File: src/rtl/cnls_pkg.sv
// Package for the CAN node liveness supervisor: sizes, codes, seat table
// entry layout and the command/status structs between controller and datapath.
// No dependencies.
`default_nettype none
package cnls_pkg;

  localparam int SEATS   = 16;
  localparam int SEAT_IW = (SEATS > 1) ? $clog2(SEATS) : 1;

  localparam int ID_W    = 11;
  localparam int BYTE_W  = 8;
  localparam int CNT_W   = 16;
  localparam int TXCD_W  = 8;
  localparam int PADDR_W = 5;

  localparam logic [BYTE_W-1:0] HB_BYTE1 = 8'h01;
  localparam logic [BYTE_W-1:0] HB_BYTE2 = 8'h55;
  localparam logic [CNT_W-1:0]  CNT_MAX  = 16'hFFFF;

  typedef enum logic [1:0] {
    OP_FRAME = 2'd0,
    OP_TICK  = 2'd1,
    OP_QUERY = 2'd2,
    OP_NONE  = 2'd3
  } op_t;

  typedef enum logic [2:0] {
    REG_HB_BASE     = 3'd0,
    REG_NM_ID       = 3'd1,
    REG_STATUS_ID   = 3'd2,
    REG_TX_PERIOD   = 3'd3,
    REG_NM_TIMEOUT  = 3'd4,
    REG_ST_TIMEOUT  = 3'd5,
    REG_SEAT_TIMEOUT = 3'd6,
    REG_UNUSED      = 3'd7
  } reg_idx_t;

  typedef struct packed {
    logic [ID_W-1:0]   hb_base;
    logic [ID_W-1:0]   nm_id;
    logic [ID_W-1:0]   status_id;
    logic [TXCD_W-1:0] tx_period;
    logic [CNT_W-1:0]  nm_timeout;
    logic [CNT_W-1:0]  status_timeout;
    logic [CNT_W-1:0]  seat_timeout;
  } cfg_t;

  typedef struct packed {
    logic             seen;
    logic [CNT_W-1:0] silence;
    logic [ID_W-1:0]  shown;
  } seat_entry_t;

  typedef enum logic [1:0] {
    ADDR_FRAME = 2'd0,
    ADDR_QUERY = 2'd1,
    ADDR_WALK  = 2'd2
  } addr_sel_t;

  typedef struct packed {
    logic      capture;
    addr_sel_t addr_sel;
    logic      rd_en;
    logic      frame_rd;
    logic      frame_wr;
    logic      tick_head;
    logic      walk_wr;
    logic      walk_clr;
    logic      out_load;
  } dp_cmd_t;

  typedef struct packed {
    logic walk_last;
  } dp_status_t;

  function automatic logic [CNT_W-1:0] sat_inc(input logic [CNT_W-1:0] v);
    return (v == CNT_MAX) ? v : v + CNT_W'(1);
  endfunction

endpackage
`default_nettype wire

File: src/rtl/cnls_ctrl.sv
// Controller of the liveness supervisor: sequences frame, tick and query
// items and owns the input and output handshakes. Uses cnls_pkg.
`default_nettype none
module cnls_ctrl import cnls_pkg::*; (
  input  wire logic       clk,
  input  wire logic       rst,
  input  wire logic       in_valid,
  output logic            in_stall,
  input  wire logic [1:0] opcode,
  output logic            out_valid,
  input  wire logic       out_stall,
  output dp_cmd_t         cmd,
  input  wire dp_status_t status
);

  typedef enum logic [7:0] {
    S_IDLE      = 8'b0000_0001,
    S_FRAME_RD  = 8'b0000_0010,
    S_FRAME_WR  = 8'b0000_0100,
    S_QUERY_RD  = 8'b0000_1000,
    S_TICK_HEAD = 8'b0001_0000,
    S_WALK_RD   = 8'b0010_0000,
    S_WALK_WR   = 8'b0100_0000,
    S_DONE      = 8'b1000_0000
  } state_t;

  state_t state, state_next;
  logic   accept;
  logic   out_free;

  assign in_stall = (state != S_IDLE);
  assign accept   = in_valid && !in_stall;
  // The output register can take a new beat when empty or being drained.
  assign out_free = !out_valid || !out_stall;

  always_comb begin
    state_next   = state;
    cmd          = '0;
    cmd.addr_sel = ADDR_WALK;
    unique case (state)
      S_IDLE: begin
        cmd.capture = accept;
        if (accept) begin
          unique case (op_t'(opcode))
            OP_FRAME: state_next = S_FRAME_RD;
            OP_TICK:  state_next = S_TICK_HEAD;
            OP_QUERY: state_next = S_QUERY_RD;
            OP_NONE:  state_next = S_IDLE;
            default:  state_next = S_IDLE;
          endcase
        end
      end
      S_FRAME_RD: begin
        cmd.addr_sel = ADDR_FRAME;
        cmd.rd_en    = 1'b1;
        cmd.frame_rd = 1'b1;
        state_next   = S_FRAME_WR;
      end
      S_FRAME_WR: begin
        cmd.addr_sel = ADDR_FRAME;
        cmd.frame_wr = 1'b1;
        state_next   = S_DONE;
      end
      S_QUERY_RD: begin
        cmd.addr_sel = ADDR_QUERY;
        cmd.rd_en    = 1'b1;
        state_next   = S_DONE;
      end
      S_TICK_HEAD: begin
        cmd.tick_head = 1'b1;
        cmd.walk_clr  = 1'b1;
        state_next    = S_WALK_RD;
      end
      S_WALK_RD: begin
        cmd.rd_en  = 1'b1;
        state_next = S_WALK_WR;
      end
      S_WALK_WR: begin
        cmd.walk_wr = 1'b1;
        state_next  = status.walk_last ? S_DONE : S_WALK_RD;
      end
      S_DONE: begin
        cmd.out_load = out_free;
        if (out_free) begin
          state_next = S_IDLE;
        end
      end
      default: state_next = S_IDLE;
    endcase
  end

  always_ff @(posedge clk) begin
    if (rst) begin
      state     <= S_IDLE;
      out_valid <= 1'b0;
    end else begin
      state <= state_next;
      if (cmd.out_load) begin
        out_valid <= 1'b1;
      end else if (!out_stall) begin
        out_valid <= 1'b0;
      end
    end
  end

endmodule
`default_nettype wire

File: src/rtl/cnls_dp.sv
// Datapath of the liveness supervisor: item registers, send countdown,
// watched-message counters, seat table memory and result register. Uses cnls_pkg.
`default_nettype none
module cnls_dp import cnls_pkg::*; (
  input  wire logic              clk,
  input  wire logic              rst,
  input  wire cfg_t              cfg,
  input  wire dp_cmd_t           cmd,
  output dp_status_t             status,
  input  wire logic [1:0]        opcode,
  input  wire logic [ID_W-1:0]   msg_id,
  input  wire logic [BYTE_W-1:0] rx_byte1,
  input  wire logic [BYTE_W-1:0] rx_byte2,
  input  wire logic [5:0]        seat_index,
  output logic                   send_heartbeat,
  output logic                   nm_received,
  output logic                   status_received,
  output logic                   nm_timed_out,
  output logic                   status_timed_out,
  output logic [ID_W-1:0]        seat_display_id,
  output logic                   seat_out_of_range
);

  // Captured item.
  op_t               op_q;
  logic [ID_W-1:0]   id_q;
  logic [BYTE_W-1:0] b1_q;
  logic [BYTE_W-1:0] b2_q;
  logic [5:0]        si_q;

  // Tick state.
  logic [TXCD_W-1:0] tx_countdown;
  logic              nm_pending, st_pending;
  logic [CNT_W-1:0]  nm_silence, st_silence;
  logic              res_send, res_nm_rx, res_st_rx, res_nm_to, res_st_to;

  // Seat table.
  seat_entry_t       mem [SEATS];
  logic [SEATS-1:0]  seat_valid;
  seat_entry_t       rd_q;
  logic              rd_valid_q;
  logic [SEAT_IW-1:0] addr;
  logic [SEAT_IW-1:0] walk_cnt;
  logic              mem_we;
  seat_entry_t       wdata;
  seat_entry_t       rd_entry;

  logic              hb_match;
  logic [ID_W-1:0]   seat_diff;
  logic              frame_in_range;
  logic              query_in_range;
  logic              frame_oor;

  logic [TXCD_W-1:0] cd_reload;
  logic [TXCD_W-1:0] cd_next;
  logic [CNT_W-1:0]  nm_sil_next, st_sil_next;
  logic [CNT_W-1:0]  seat_sil_next;

  assign hb_match = ((id_q & cfg.hb_base) == cfg.hb_base) &&
                    (b1_q == HB_BYTE1) && (b2_q == HB_BYTE2);
  // No wrap: a heartbeat match implies id_q >= hb_base.
  assign seat_diff      = id_q - cfg.hb_base;
  assign frame_in_range = (seat_diff < ID_W'(SEATS));
  assign query_in_range = ({1'b0, si_q} < 7'(SEATS));
  assign frame_oor      = hb_match && !frame_in_range;

  assign status.walk_last = (walk_cnt == SEAT_IW'(SEATS - 1));
  assign rd_entry = rd_valid_q ? rd_q : '0;

  always_comb begin
    case (cmd.addr_sel)
      ADDR_FRAME: addr = seat_diff[SEAT_IW-1:0];
      ADDR_QUERY: addr = si_q[SEAT_IW-1:0];
      default:    addr = walk_cnt;
    endcase
  end

  always_comb begin
    wdata         = rd_entry;
    mem_we        = 1'b0;
    seat_sil_next = sat_inc(rd_entry.silence);
    if (cmd.frame_wr) begin
      mem_we      = hb_match && frame_in_range;
      wdata.seen  = 1'b1;
      wdata.shown = id_q;
    end else if (cmd.walk_wr) begin
      mem_we = 1'b1;
      if (rd_entry.seen) begin
        wdata.seen    = 1'b0;
        wdata.silence = '0;
      end else begin
        wdata.silence = seat_sil_next;
      end
      if (wdata.silence >= cfg.seat_timeout) begin
        wdata.shown = '0;
      end
    end
  end

  // Send countdown: reload on zero, then count down.
  always_comb begin
    cd_reload = (tx_countdown == '0) ? cfg.tx_period : tx_countdown;
    cd_next   = (cd_reload != '0) ? cd_reload - TXCD_W'(1) : cd_reload;
  end

  assign nm_sil_next = sat_inc(nm_pending ? '0 : nm_silence);
  assign st_sil_next = sat_inc(st_pending ? '0 : st_silence);

  always_ff @(posedge clk) begin
    if (cmd.capture) begin
      op_q <= op_t'(opcode);
      id_q <= msg_id;
      b1_q <= rx_byte1;
      b2_q <= rx_byte2;
      si_q <= seat_index;
    end
    if (mem_we) begin
      mem[addr] <= wdata;
    end
    if (cmd.rd_en) begin
      rd_q <= mem[addr];
    end
    if (cmd.walk_clr) begin
      walk_cnt <= '0;
    end else if (cmd.walk_wr) begin
      walk_cnt <= walk_cnt + SEAT_IW'(1);
    end
    if (cmd.out_load) begin
      send_heartbeat    <= (op_q == OP_TICK) && res_send;
      nm_received       <= (op_q == OP_TICK) && res_nm_rx;
      status_received   <= (op_q == OP_TICK) && res_st_rx;
      nm_timed_out      <= (op_q == OP_TICK) && res_nm_to;
      status_timed_out  <= (op_q == OP_TICK) && res_st_to;
      seat_display_id   <= (op_q == OP_QUERY && query_in_range) ? rd_entry.shown : '0;
      seat_out_of_range <= ((op_q == OP_FRAME) && frame_oor) ||
                           ((op_q == OP_QUERY) && !query_in_range);
    end
    if (cmd.tick_head) begin
      res_send  <= (tx_countdown == '0);
      res_nm_rx <= nm_pending;
      res_st_rx <= st_pending;
      res_nm_to <= (nm_sil_next >= cfg.nm_timeout);
      res_st_to <= (st_sil_next >= cfg.status_timeout);
    end
  end

  always_ff @(posedge clk) begin
    if (rst) begin
      tx_countdown <= '0;
      nm_pending   <= 1'b0;
      st_pending   <= 1'b0;
      nm_silence   <= '0;
      st_silence   <= '0;
      seat_valid   <= '0;
      rd_valid_q   <= 1'b0;
    end else begin
      if (mem_we) begin
        seat_valid[addr] <= 1'b1;
      end
      if (cmd.rd_en) begin
        rd_valid_q <= seat_valid[addr];
      end
      if (cmd.frame_rd) begin
        if (id_q == cfg.nm_id) begin
          nm_pending <= 1'b1;
        end
        if (id_q == cfg.status_id) begin
          st_pending <= 1'b1;
        end
      end
      if (cmd.tick_head) begin
        tx_countdown <= cd_next;
        nm_pending   <= 1'b0;
        st_pending   <= 1'b0;
        nm_silence   <= nm_sil_next;
        st_silence   <= st_sil_next;
      end
    end
  end

endmodule
`default_nettype wire

File: src/rtl/can_node_liveness_supervisor_top.sv
// Top level of the CAN node liveness supervisor: configuration registers on
// an APB-style port, controller and datapath. Uses cnls_pkg, cnls_ctrl, cnls_dp.
// From accept to out_valid a frame passes S_FRAME_RD, S_FRAME_WR and S_DONE, a query
// S_QUERY_RD and S_DONE, a tick S_TICK_HEAD, then S_WALK_RD and S_WALK_WR for each
// seat (a read and a write through the table's single port) and S_DONE.
// A new item is accepted in the cycle after its predecessor's result is loaded;
// opcode 3 leaves the controller idle and gives no result.
// Reset (rst, synchronous) clears the send countdown, silence counters, pending flags
// and seat valid bits and loads the register defaults; no clearing pass is needed.
`default_nettype none
module can_node_liveness_supervisor_top import cnls_pkg::*; (
  input  wire logic               clk,
  input  wire logic               rst,
  input  wire logic               psel,
  input  wire logic               penable,
  input  wire logic               pwrite,
  input  wire logic [PADDR_W-1:0] paddr,
  input  wire logic [31:0]        pwdata,
  output logic [31:0]             prdata,
  output logic                    pready,
  input  wire logic               in_valid,
  output logic                    in_stall,
  input  wire logic [1:0]         opcode,
  input  wire logic [ID_W-1:0]    msg_id,
  input  wire logic [BYTE_W-1:0]  rx_byte1,
  input  wire logic [BYTE_W-1:0]  rx_byte2,
  input  wire logic [5:0]         seat_index,
  output logic                    out_valid,
  input  wire logic               out_stall,
  output logic                    send_heartbeat,
  output logic                    nm_received,
  output logic                    status_received,
  output logic                    nm_timed_out,
  output logic                    status_timed_out,
  output logic [ID_W-1:0]         seat_display_id,
  output logic                    seat_out_of_range
);

  cfg_t       cfg;
  dp_cmd_t    cmd;
  dp_status_t status;
  reg_idx_t   reg_idx;
  logic       cfg_we;

  assign pready  = 1'b1;
  assign reg_idx = reg_idx_t'(paddr[4:2]);
  assign cfg_we  = psel && penable && pwrite && pready;

  always_ff @(posedge clk) begin
    if (rst) begin
      cfg.hb_base        <= ID_W'(512);
      cfg.nm_id          <= ID_W'(1024);
      cfg.status_id      <= '0;
      cfg.tx_period      <= TXCD_W'(200);
      cfg.nm_timeout     <= CNT_W'(250);
      cfg.status_timeout <= CNT_W'(50);
      cfg.seat_timeout   <= CNT_W'(1000);
    end else if (cfg_we) begin
      unique case (reg_idx)
        REG_HB_BASE:      cfg.hb_base        <= pwdata[ID_W-1:0];
        REG_NM_ID:        cfg.nm_id          <= pwdata[ID_W-1:0];
        REG_STATUS_ID:    cfg.status_id      <= pwdata[ID_W-1:0];
        REG_TX_PERIOD:    cfg.tx_period      <= pwdata[TXCD_W-1:0];
        REG_NM_TIMEOUT:   cfg.nm_timeout     <= pwdata[CNT_W-1:0];
        REG_ST_TIMEOUT:   cfg.status_timeout <= pwdata[CNT_W-1:0];
        REG_SEAT_TIMEOUT: cfg.seat_timeout   <= pwdata[CNT_W-1:0];
        default: ;
      endcase
    end
  end

  always_comb begin
    unique case (reg_idx)
      REG_HB_BASE:      prdata = {21'd0, cfg.hb_base};
      REG_NM_ID:        prdata = {21'd0, cfg.nm_id};
      REG_STATUS_ID:    prdata = {21'd0, cfg.status_id};
      REG_TX_PERIOD:    prdata = {24'd0, cfg.tx_period};
      REG_NM_TIMEOUT:   prdata = {16'd0, cfg.nm_timeout};
      REG_ST_TIMEOUT:   prdata = {16'd0, cfg.status_timeout};
      REG_SEAT_TIMEOUT: prdata = {16'd0, cfg.seat_timeout};
      default:          prdata = '0;
    endcase
  end

  cnls_ctrl u_ctrl (
    .clk       (clk),
    .rst       (rst),
    .in_valid  (in_valid),
    .in_stall  (in_stall),
    .opcode    (opcode),
    .out_valid (out_valid),
    .out_stall (out_stall),
    .cmd       (cmd),
    .status    (status)
  );

  cnls_dp u_dp (
    .clk               (clk),
    .rst               (rst),
    .cfg               (cfg),
    .cmd               (cmd),
    .status            (status),
    .opcode            (opcode),
    .msg_id            (msg_id),
    .rx_byte1          (rx_byte1),
    .rx_byte2          (rx_byte2),
    .seat_index        (seat_index),
    .send_heartbeat    (send_heartbeat),
    .nm_received       (nm_received),
    .status_received   (status_received),
    .nm_timed_out      (nm_timed_out),
    .status_timed_out  (status_timed_out),
    .seat_display_id   (seat_display_id),
    .seat_out_of_range (seat_out_of_range)
  );

endmodule
`default_nettype wire
File: config.mk
export PLATFORM = sky130hd
export DESIGN_NAME = can_node_liveness_supervisor_top
export DESIGN_NICKNAME = d
export VERILOG_FILES = /design/src/rtl/cnls_pkg.sv /design/src/rtl/cnls_ctrl.sv /design/src/rtl/cnls_dp.sv /design/src/rtl/can_node_liveness_supervisor_top.sv
export SDC_FILE = /design/constraint.sdc
export NUM_CORES = 1
export LEC_CHECK = 0
export BUFFER_PORTS_ARGS = -buffer_cell sky130_fd_sc_hd__buf_2
export CAP_MARGIN = 20
export CORE_MARGIN = 2
export CORE_UTILIZATION = 56
export CTS_CLUSTER_DIAMETER = 80
export CTS_CLUSTER_SIZE = 40
export DETAILED_ROUTE_END_ITERATION = 6
export PLACE_DENSITY = 0.73
export SYNTH_ARGS = -nofsm -noshare
export SYNTH_HDL_FRONTEND = slang
export SYNTH_SLANG_ARGS = --single-unit
File: constraint.sdc
create_clock -name clk -period 4.6 [get_ports clk]
set_input_delay 0.69 -clock clk [delete_from_list [all_inputs] [get_ports clk]]
set_output_delay 0.69 -clock clk [all_outputs]
set_load 0.01 [all_outputs]
==> out/qor.txt, run 1 <==
Status: complete, no violations
VDD IR max: 0.3055 mV
Placed cell area: 33290 um2
Most common cell after layout, fill and taps aside: edfxtp_1
Clock Path Buffers: 3
Asr flop ratio synth: 0%
Final WS setup: 0.3242 ns
Root Buffer: clkbuf_16
Synth cell types: 85
Die ar.: 58460 um2
Most frequent cells in the layout: edfxtp_1 (533), nand2_1 (474), nor2_1 (322), dfxtp_1 (160), a21oi_1 (123)
Tmin final: 4.276 ns
Die Wd: 241.8 um
Worst r2r path cells: 15
Drt initial violations: 2447
F_max: 233.9 MHz
Final Net Count: 3117
Cells after Synth: 2924
First-pass GRT wire length: 122300 um
Worst setup EP type: flip-flop
Slew HR: 28.08%
Sequential fraction of the synthesis area: 60.72%
GRT overflow: 0
Skew-Pair Late Insertion Delay: 0.65 ns
RR Endpoint: u_dp.res_nm_to
WL met1: 32190 um
Clk pin slew, worst setup/hold paths: 0.11 ns
Yosys reg bits: 694
Die height: 241.8 um
Critical path data arrival time: 4.65 ns
Setup crit start: u_dp.nm_pending
Vias: 22.84k
CTS tree: yes
Share of layout cells above drive strength 1: 9.849%
Design area: 34430 um2
DP HPWL: 50590 um
Setup Skew: 0.04822 ns
Synth Area per Inst: 10.83 um2
Crit Path Class: flip-flop to flip-flop
Setup Viol. Count Final: 0
Post-Route WL: 80100 um
Power per cell area: 319.1 nW/um2
Max-Cap Viols: 0
GR Util All Layers: 26.62%
Hold Path Depth: 1
CP Launch Type: flip-flop
Slew Limit Fails: 0
DRC viols: 0
CP required: 4.98 ns
Area growth, synth to finish: 8.729%
Core box area: 56170 um2
Filler cells: 4446
Met2 wire len: 38870 um
Highest routed layer: met4
Routed wire length per instance: 21.40 um
Antenna violations before repair: 1
R2r startpoint: u_dp.nm_pending
Worst Hold Class: primary input to flip-flop
Number of synthesized flops with an enable pin: 533
CTS H-tree depth: 1
Reg2Reg Setup Slack: 0.32 ns
Largest net degree at the start of global routing: 137
Least-Margin Pin Slew: 1.075 ns
Total CTS buffers: 30
I/O pins: 131
Final hold vios: 0
Detail-routed via count per cell: 6.103
Post-placement setup slack: 0.3422 ns
Initial core utilization: 56.38%
Met3 WL: 6272 um
Worst-path fanout max: 9
Port Buffers: 95
Row Count: 87
Drt pass-1 iters: 6
DRT antenna net count: 0
Top FF cell, synth: edfxtp_1
Synth Warn #: 0
Final Cycle Share: 92.95%
Cts hold-fix bufs: 0
Post-Synthesis Cell Area: 31670 um2
Final GP Congestion: 0.9974
Clock sinks: 694
LEAKAGE: 13.18 nW
Vias in the first global route: 21.55k
Setup crit end: u_dp.res_nm_to
repair_timing:
action                                  CTS  global route
resized for setup                         0             2
endpoints found under the setup margin    0           113
setup buffers                             0             0
layout make-up:
class                   count  area, um2  area share (%)
inverters                  85      319.1          0.9267
flip-flops and latches    694      19230           55.85
multi-input cells        1968      11430           33.21
well taps                 756      945.9           2.747
clock buffers              31      775.7           2.253
repair buffers            184       1371           3.983
diodes                      1      2.502        0.007268
clock inverters            23      351.6           1.021
flip-flops by register name (all words and copies together), names as in the netlist, 11 cells and up:
name and count:
cfg 89, u_dp.id_q 11, u_dp.mem 448, u_dp.nm_silence 16
u_dp.rd_q 28, u_dp.seat_display_id 11, u_dp.seat_valid 16, u_dp.st_silence 16
worst min path at each step:
| stage | from | end | slack, ns |
|---|---|---|---|
| floorplan | u_dp.seat_valid[1] | u_dp.seat_valid[1] | 0.43 |
| global route | rx_byte2[2] | u_dp.b2_q[2] | 0.20 |
| finish | rx_byte1[7] | u_dp.b1_q[7] | 0.23 |
| global placement | u_dp.nm_silence[12] | u_dp.nm_silence[12] | 0.44 |
| CTS | msg_id[3] | u_dp.id_q[3] | 0.21 |
| detailed placement | u_dp.st_silence[12] | u_dp.st_silence[12] | 0.45 |
report_power, final:
group / total [mW] / internal, mW / switching (mW)
Sequential: 6.79 / 6.74 / 0.0496
Combinational: 0.613 / 0.199 / 0.414
Clock: 3.59 / 1.43 / 2.15
Total: 11.0 / 8.37 / 2.62
cells in the mapped netlist (4+ instances only):
master | number | area share [%]
mux2_2 | 9 | 0.32
buf_1 | 7 | 0.083
o21ai_0 | 118 | 1.9
nand3_1 | 98 | 1.5
o211ai_1 | 17 | 0.40
clkbuf_1 | 102 | 1.2
o21a_1 | 8 | 0.19
and4_1 | 7 | 0.19
ha_1 | 74 | 2.9
nor2b_1 | 79 | 1.6
a21oi_1 | 124 | 2.0
nor3b_1 | 6 | 0.14
nand3b_1 | 5 | 0.12
nand4_1 | 23 | 0.45
or4_1 | 4 | 0.095
o22ai_1 | 5 | 0.099
inv_1 | 84 | 1.0
edfxtp_1 | 533 | 51
and3_1 | 18 | 0.36
a2111oi_0 | 4 | 0.11
nor3_1 | 41 | 0.65
nand2_1 | 474 | 5.6
a41oi_1 | 6 | 0.17
mux4_2 | 5 | 0.36
or3_1 | 18 | 0.36
a211oi_1 | 68 | 1.6
o221ai_1 | 29 | 0.80
and2_1 | 20 | 0.40
mux2i_1 | 48 | 1.5
nand2b_1 | 22 | 0.43
a221oi_1 | 8 | 0.22
xnor2_1 | 29 | 0.80
o21ai_1 | 16 | 0.25
a32oi_1 | 14 | 0.39
buf_4 | 18 | 0.43
dfxtp_1 | 161 | 10
nor4_1 | 16 | 0.32
buf_2 | 62 | 0.98
xor2_1 | 33 | 0.91
nor2_1 | 325 | 3.9
a21o_1 | 22 | 0.52
a31oi_1 | 79 | 1.6
a22oi_1 | 31 | 0.73
routing by layer:
layer / track usage (%) / vias to the layer above
li1: - / 10564
met2: 45.09 / 954
met5: 0 / -
met3: 3.219 / 172
met1: 35.91 / 11149
met4: 8.642 / 0
critical path, stage by stage, from the launching register on:
cell       delay [ns]
dfxtp_1          0.41
nor2b_1          0.23
ha_1             0.23
nand4b_1         0.15
or4_1            0.53
or3_1            0.43
xnor2_1          0.29
ha_1             0.28
nand2b_1         0.14
a21o_1           0.17
a21o_1           0.17
a21o_1           0.17
a21o_1           0.18
a2111oi_1        0.39
o31a_1           0.20
o21ai_0          0.07
stage by stage:
stage               hold slack [ns]  total power [mW]  utilization, %  TNS [ns]  cells
CTS                          0.2071             11.02           61.27         0   3740
floorplan                    0.4290             7.324               -    -76.58   2939
finish                       0.2313             10.98           61.30         0   3742
detailed placement           0.4489             7.529           59.27         0   3686
global placement             0.4402             7.510           59.25         0   3685
global route                 0.2034             11.30           61.29  -0.02426   3741
cells by family (layout without fill, tap and decap cells):
group | count (synthesis) | after routing | share of synthesized area (%)
buffers and inverters | 277 | 323 | 3.813
DFF | 694 | 694 | 60.72
muxes | 63 | 63 | 2.229
xor gates and xnor gates | 62 | 62 | 1.715
and+or+nand+nor | 1177 | 1177 | 16.83
other | 2 | 18 | 0.02372
adders and majority gates | 75 | 75 | 2.987
AOI/OAI and AO/OA | 574 | 574 | 11.68
Note: power is estimated with default switching activity, not from simulation.
==> run 2, diff against run 1 <==
- CELL_PAD_IN_SITES_DETAIL_PLACEMENT: default -> 1
- CELL_PAD_IN_SITES_GLOBAL_PLACEMENT: default -> 1
- CORE_UTILIZATION: 56 -> 45
==> run 2 against run 1 <==
The run now ends with DRC left. Critical path depth increased by 1. Wire length increased by 16%. Global-route usage decreased by 1.4 points. Combinational power increased by 5.5%. First-iteration DRC count decreased by 25%. Clock skew increased by 0.0048 ns. Sequential share of layout area decreased by 0.86 points. Total power increased by 2.9%. Worst hold slack improved by 0.040 ns. Sequential power about the same. Largest cell class unchanged.
==> out/qor.txt, run 2 (synthesized netlist as in run 1, its figures left out) <==
Status: complete, but fails checks (was complete, no violations)
Failing checks: DRC
LEAKAGE: 13.31 nW (was 13.18 nW)
RSZ-0062 raised after global routing: no
CP Launch Type: flip-flop (unchanged)
Worst setup EP type: flip-flop (unchanged)
Row Count: 97 (was 87)
Largest net degree at the start of global routing: 104 (was 137)
Setup Skew: 0.05301 ns (was 0.04822 ns)
Area growth, synth to finish: 10.42% (was 8.729%)
Total CTS buffers: 35 (was 30)
DRC viols: 4 (was 0)
Most frequent cells in the layout: edfxtp_1 (533), nand2_1 (474), nor2_1 (321), dfxtp_1 (160), a21oi_1 (123) (was edfxtp_1 (533), nand2_1 (474), nor2_1 (322), dfxtp_1 (160), a21oi_1 (123))
DP HPWL: 60520 um (was 50590 um)
Slew HR: 29.20% (was 28.08%)
Clk pin slew, worst setup/hold paths: 0.10 ns (was 0.11 ns)
Die Wd: 269.3 um (was 241.8 um)
Resized cells post-CTS: 0 (unchanged)
Die ar.: 72510 um2 (was 58460 um2)
Drt pass-1 iters: 7 (was 6)
Most flop-heavy register: u_dp.mem (unchanged)
Least-Margin Pin Slew: 1.058 ns (was 1.075 ns)
Antenna violations before repair: 1 (unchanged)
Detail-routed via count per cell: 5.875 (was 6.103)
Final Net Count: 3129 (was 3117)
Final Cycle Share: 93.81% (was 92.95%)
Ant diodes: 0 (was 1)
First-pass GRT wire length: 142300 um (was 122300 um)
Final GP Congestion: 0.8981 (was 0.9974)
Core box area: 69910 um2 (was 56170 um2)
Clock sinks: 694 (unchanged)
CP required: 5.04 ns (was 4.98 ns)
Share of layout cells above drive strength 1: 10.20% (was 9.849%)
Setup Viol. Count Final: 0 (unchanged)
F_max: 231.7 MHz (was 233.9 MHz)
GRT overflow: 0 (unchanged)
Filler cells: 7489 (was 4446)
Final hold vios: 0 (unchanged)
Tot Pwr: 11.31 mW (was 10.98 mW)
GR Util All Layers: 25.20% (was 26.62%)
Root Buffer: clkbuf_16 (unchanged)
Tmin final: 4.315 ns (was 4.276 ns)
# Post-CTS Setup Buffers: 0 (unchanged)
Multi-input gate area: 11460 um2 (was 11430 um2)
Critical path data arrival time: 4.75 ns (was 4.65 ns)
CTS tree: yes (unchanged)
Drt initial violations: 1838 (was 2447)
CTS H-tree depth: 2 (was 1)
Port Buffers: 95 (unchanged)
Number of flip-flops in the largest register: 448 (unchanged)
Routed wire length per instance: 23.67 um (was 21.40 um)
Clock Path Buffers: 3 (unchanged)
Cts hold-fix bufs: 0 (unchanged)
Initial core utilization: 45.30% (was 56.38%)
Post-Route WL: 93300 um (was 80100 um)
Power per cell area: 323.4 nW/um2 (was 319.1 nW/um2)
Hold WS: 0.2713 ns (was 0.2313 ns)
Vias in the first global route: 24.14k (was 21.55k)
Most common cell after layout, fill and taps aside: edfxtp_1 (unchanged)
Die height: 269.3 um (was 241.8 um)
Slew Limit Fails: 0 (unchanged)
Crit Path Class: flip-flop to flip-flop (unchanged)
VDD IR max: 0.2492 mV (was 0.3055 mV)
Max-Cap Viols: 0 (unchanged)
Largest regs: u_dp.mem: 448 flops, cfg: 89 flops, u_dp.rd_q: 28 flops (unchanged)
Worst Hold Class: primary input to flip-flop (unchanged)
Storage cell area: 19230 um2 (unchanged)
Vias: 23.15k (was 22.84k)
Skew-Pair Late Insertion Delay: 0.63 ns (was 0.65 ns)
DRT antenna net count: 0 (unchanged)
I/O pins: 131 (unchanged)
Worst-path fanout max: 16 (was 9)
run 2: changes by cell type in the layout (fill, tap and decap cells not counted), sizes merged, moves of 3 or more:
cell / previous run / this run
inv: 98 / 91
buf: 184 / 191
clkbuf: 31 / 44
clkinv: 8 / 11
run 2: layout make-up:
cell class	count	area share [%]
sequential	694	55.00
multi-input combinational	1968	32.77
timing repair buffer	191	4.405
tap	940	3.364
clock buffer	44	2.784
inverter	85	0.9125
clock inverter	19	0.7622
run 2: power breakdown:
group / total, mW / leakage [nW] / internal (mW) / switching (mW)
Sequential: 6.79 / 7.05 / 6.73 / 0.0522
Clock: 3.87 / 0.596 / 1.72 / 2.16
Combinational: 0.647 / 5.67 / 0.206 / 0.441
Total: 11.3 / 13.3 / 8.66 / 2.65
run 2: per-stage QoR:
step	setup TNS, ns	instance area (um2)	setup WS (ns)	instances	utilization [%]
finish	0	34960	0.2849	3941	50.02
global route	0	34960	0.05510	3941	50.02
CTS	0	34940	0.1478	3940	49.98
detailed placement	0	33700	0.1708	3877	48.21
global placement	0	33690	0.2901	3876	48.20
floorplan	-76.58	31720	-0.2646	2939	-
run 2: worst paths after layout:
check                                          from                   to  slack (ns)  depth (start not counted)
worst min-delay path                      msg_id[3]         u_dp.id_q[3]        0.27                          1
worst min register to register  u_dp.nm_silence[12]  u_dp.nm_silence[12]        0.45                          2
worst max-delay path                  u_dp.rd_q[11]      u_dp.mem[12][2]        0.28                         16
worst max register to register        u_dp.rd_q[11]      u_dp.mem[12][2]        0.28                         16
run 2: layer usage:
metal	share of wire [%]	up-vias	GRT usage [%]
met2	50	576	44.28
met3	4.8	153	2.974
li1	-	10580	-
met4	3.0	0	7.909
met1	42	11844	32.54
met5	0	-	0
run 2: worst max-delay path, cell delays in order (launching register included):
cell,delay (ns)
edfxtp_1,0.43
and2_1,0.20
ha_1,0.22
nand4_1,0.13
inv_1,0.08
a311oi_1,0.28
and2_1,0.23
and3_1,0.26
and3_1,0.26
mux2_1,0.35
nor2_1,0.10
ha_1,0.25
o21ai_0,0.08
nand2b_1,0.34
or3_1,0.48
o21ai_0,0.21
buf_4,0.25
==> run 3, diff against run 2 <==
- PLACE_DENSITY: 0.73 -> 0.7
- clock period: 4.6 -> 5.4 ns (I/O delays scaled with it)
==> run 3 against run 2 <==
The run now ends clean. Maximum frequency shrank 11%. Utilization fell by 0.34 points. Clock skew rose by 0.0047 ns. Critical path depth shrank 2.
==> out/qor.txt, run 3 (synthesized netlist as in run 1, its figures left out) <==
Status: complete, no violations (was complete, but fails checks)
Reg2Reg Setup Slack: 0.56 ns (was 0.28 ns)
DP HPWL: 58640 um (was 60520 um)
Final Cycle Share: 89.71% (was 93.81%)
Placed cell area: 33330 um2 (was 33700 um2)
Most frequent cells in the layout: edfxtp_1 (533), nand2_1 (474), nor2_1 (321), dfxtp_1 (161), a21oi_1 (123) (was edfxtp_1 (533), nand2_1 (474), nor2_1 (321), dfxtp_1 (160), a21oi_1 (123))
Drt initial violations: 1764 (was 1838)
Least-Margin Pin Slew: 1.100 ns (was 1.058 ns)
# Post-CTS Setup Buffers: 0 (unchanged)
Drt pass-1 iters: 7 (unchanged)
Root Buffer: clkbuf_16 (unchanged)
Final hold vios: 0 (unchanged)
VDD IR max: 0.2657 mV (was 0.2492 mV)
HP Start: rx_byte1[2] (was msg_id[3])
R2r startpoint: u_dp.rd_valid_q (was u_dp.rd_q[11])
Most flop-heavy register: u_dp.mem (unchanged)
Critical path data arrival time: 5.27 ns (was 4.75 ns)
Die ar.: 72510 um2 (unchanged)
Setup TNS: 0 ns (unchanged)
Final Net Count: 3117 (was 3129)
Initial core utilization: 45.30% (unchanged)
GR Util All Layers: 24.78% (was 25.20%)
Slew Limit Fails: 0 (unchanged)
Area growth, synth to finish: 9.673% (was 10.42%)
Worst setup EP type: flip-flop (unchanged)
CP Launch Type: flip-flop (unchanged)
Vias: 22.91k (was 23.15k)
Clock sinks: 694 (unchanged)
GRT overflow: 0 (unchanged)
Worst r2r path cells: 14 (was 16)
F_max: 206.4 MHz (was 231.7 MHz)
DRT antenna net count: 0 (unchanged)
Fin cells: 3930 (was 3941)
Core box area: 69910 um2 (unchanged)
Power per cell area: 284.2 nW/um2 (was 323.4 nW/um2)
Slew HR: 26.22% (was 29.20%)
LEAKAGE: 13.24 nW (was 13.31 nW)
CTS tree: yes (unchanged)
I/O pins: 131 (unchanged)
Setup Viol. Count Final: 0 (unchanged)
Cts hold-fix bufs: 0 (unchanged)
Die height: 269.3 um (unchanged)
Antenna violations before repair: 3 (was 1)
Worst Hold End: u_dp.b1_q[2] (was u_dp.id_q[3])
Max-Cap Viols: 0 (unchanged)
CTS H-tree depth: 2 (unchanged)
Vias in the first global route: 23.54k (was 24.14k)
Post-Place Cells: 3861 (was 3877)
First-pass GRT wire length: 139700 um (was 142300 um)
Worst Hold Class: primary input to flip-flop (unchanged)
Routed wire length per instance: 23.23 um (was 23.67 um)
Crit Path Class: flip-flop to flip-flop (unchanged)
Total CTS buffers: 37 (was 35)
Worst-path fanout max: 31 (was 16)
Clock Path Buffers: 3 (unchanged)
Row Count: 97 (unchanged)
Number of flip-flops in the largest register: 448 (unchanged)
RSZ-0062 raised after global routing: no (unchanged)
DRC viols: 0 (was 4)
Share of layout cells above drive strength 1: 10.04% (was 10.20%)
Most common cell after layout, fill and taps aside: edfxtp_1 (unchanged)
Detail-routed via count per cell: 5.829 (was 5.875)
CP required: 5.83 ns (was 5.04 ns)
Tmin final: 4.845 ns (was 4.315 ns)
Final GP Congestion: 0.8849 (was 0.8981)
Post-Route WL: 91280 um (was 93300 um)
Die Wd: 269.3 um (unchanged)
Port Buffers: 95 (unchanged)
Resized cells post-CTS: 0 (unchanged)
Setup Skew: 0.05773 ns (was 0.05301 ns)
Skew-Pair Late Insertion Delay: 0.61 ns (was 0.63 ns)
Clk pin slew, worst setup/hold paths: 0.11 ns (was 0.10 ns)
Largest regs: u_dp.mem: 448 flops, cfg: 89 flops, u_dp.rd_q: 28 flops (unchanged)
Design area: 34730 um2 (was 34960 um2)
Hold Path Depth: 1 (unchanged)
RR Endpoint: u_dp.mem[1][1] (was u_dp.mem[12][2])
Largest net degree at the start of global routing: 126 (was 104)
run 3: worst max-delay path by stage:
stage                            endpoint  cells after the start  slack [ns]       startpoint
after floorplan            u_dp.mem[4][0]                     13        0.54     u_dp.id_q[0]
after global placement    u_dp.mem[10][1]                     14        0.57  u_dp.rd_valid_q
after detailed placement  u_dp.mem[10][1]                     14        0.41  u_dp.rd_valid_q
after CTS                  u_dp.mem[6][1]                     14        0.37  u_dp.rd_valid_q
after global routing       u_dp.mem[3][2]                     15        0.16  u_dp.rd_valid_q
final                      u_dp.mem[1][1]                     14        0.56  u_dp.rd_valid_q
run 3: area by class of cell:
type	instances	area, um2
antenna	1	2.502
clock buffer	38	929.6
clock inverter	27	442.9
fill	7503	35180
inverter	85	319.1
multi-input combinational	1968	11460
sequential	694	19230
tap	940	1176
timing repair buffer	177	1172
run 3: worst max-delay path, stage by stage (launching register included):
cell      delay [ns]
dfxtp_1         0.75
buf_4           0.44
nand2_1         0.15
a311oi_1        0.51
and2_1          0.26
and3_1          0.25
and3_1          0.27
mux2_1          0.35
nor2_1          0.11
ha_1            0.25
o21ai_0         0.08
nand2b_1        0.36
or3_1           0.46
o21ai_0         0.18
buf_4           0.25
run 3: power breakdown:
group	total, mW	internal, mW	switching (mW)	leakage (nW)
Clock	3.55	1.55	1.99	0.657
Combinational	0.540	0.169	0.371	5.53
Sequential	5.78	5.74	0.0470	7.05
run 3: per-stage QoR:
| stage | hold slack [ns] | setup slack (ns) | util, % | total power, mW |
|---|---|---|---|---|
| 6_report | 0.3832 | 0.5555 | 49.68 | 9.869 |
| 5_1_grt | 0.3592 | 0.1616 | 49.67 | 10.16 |
| 4_1_cts | 0.3513 | 0.3671 | 49.64 | 9.956 |
| 3_5_place_dp | 0.4459 | 0.4087 | 47.67 | 6.441 |
| 3_3_place_gp | 0.4391 | 0.5735 | 47.67 | 6.418 |
| 2_1_floorplan | 0.4290 | 0.5354 | - | 6.239 |
run 3: metal layers:
layer	track usage [%]	up-vias	share of wire [%]
met5	0	-	0.014
met4	8.962	2	3.5
met3	2.672	154	4.2
met2	42.95	541	50
met1	32.18	11648	42
li1	-	10563	-
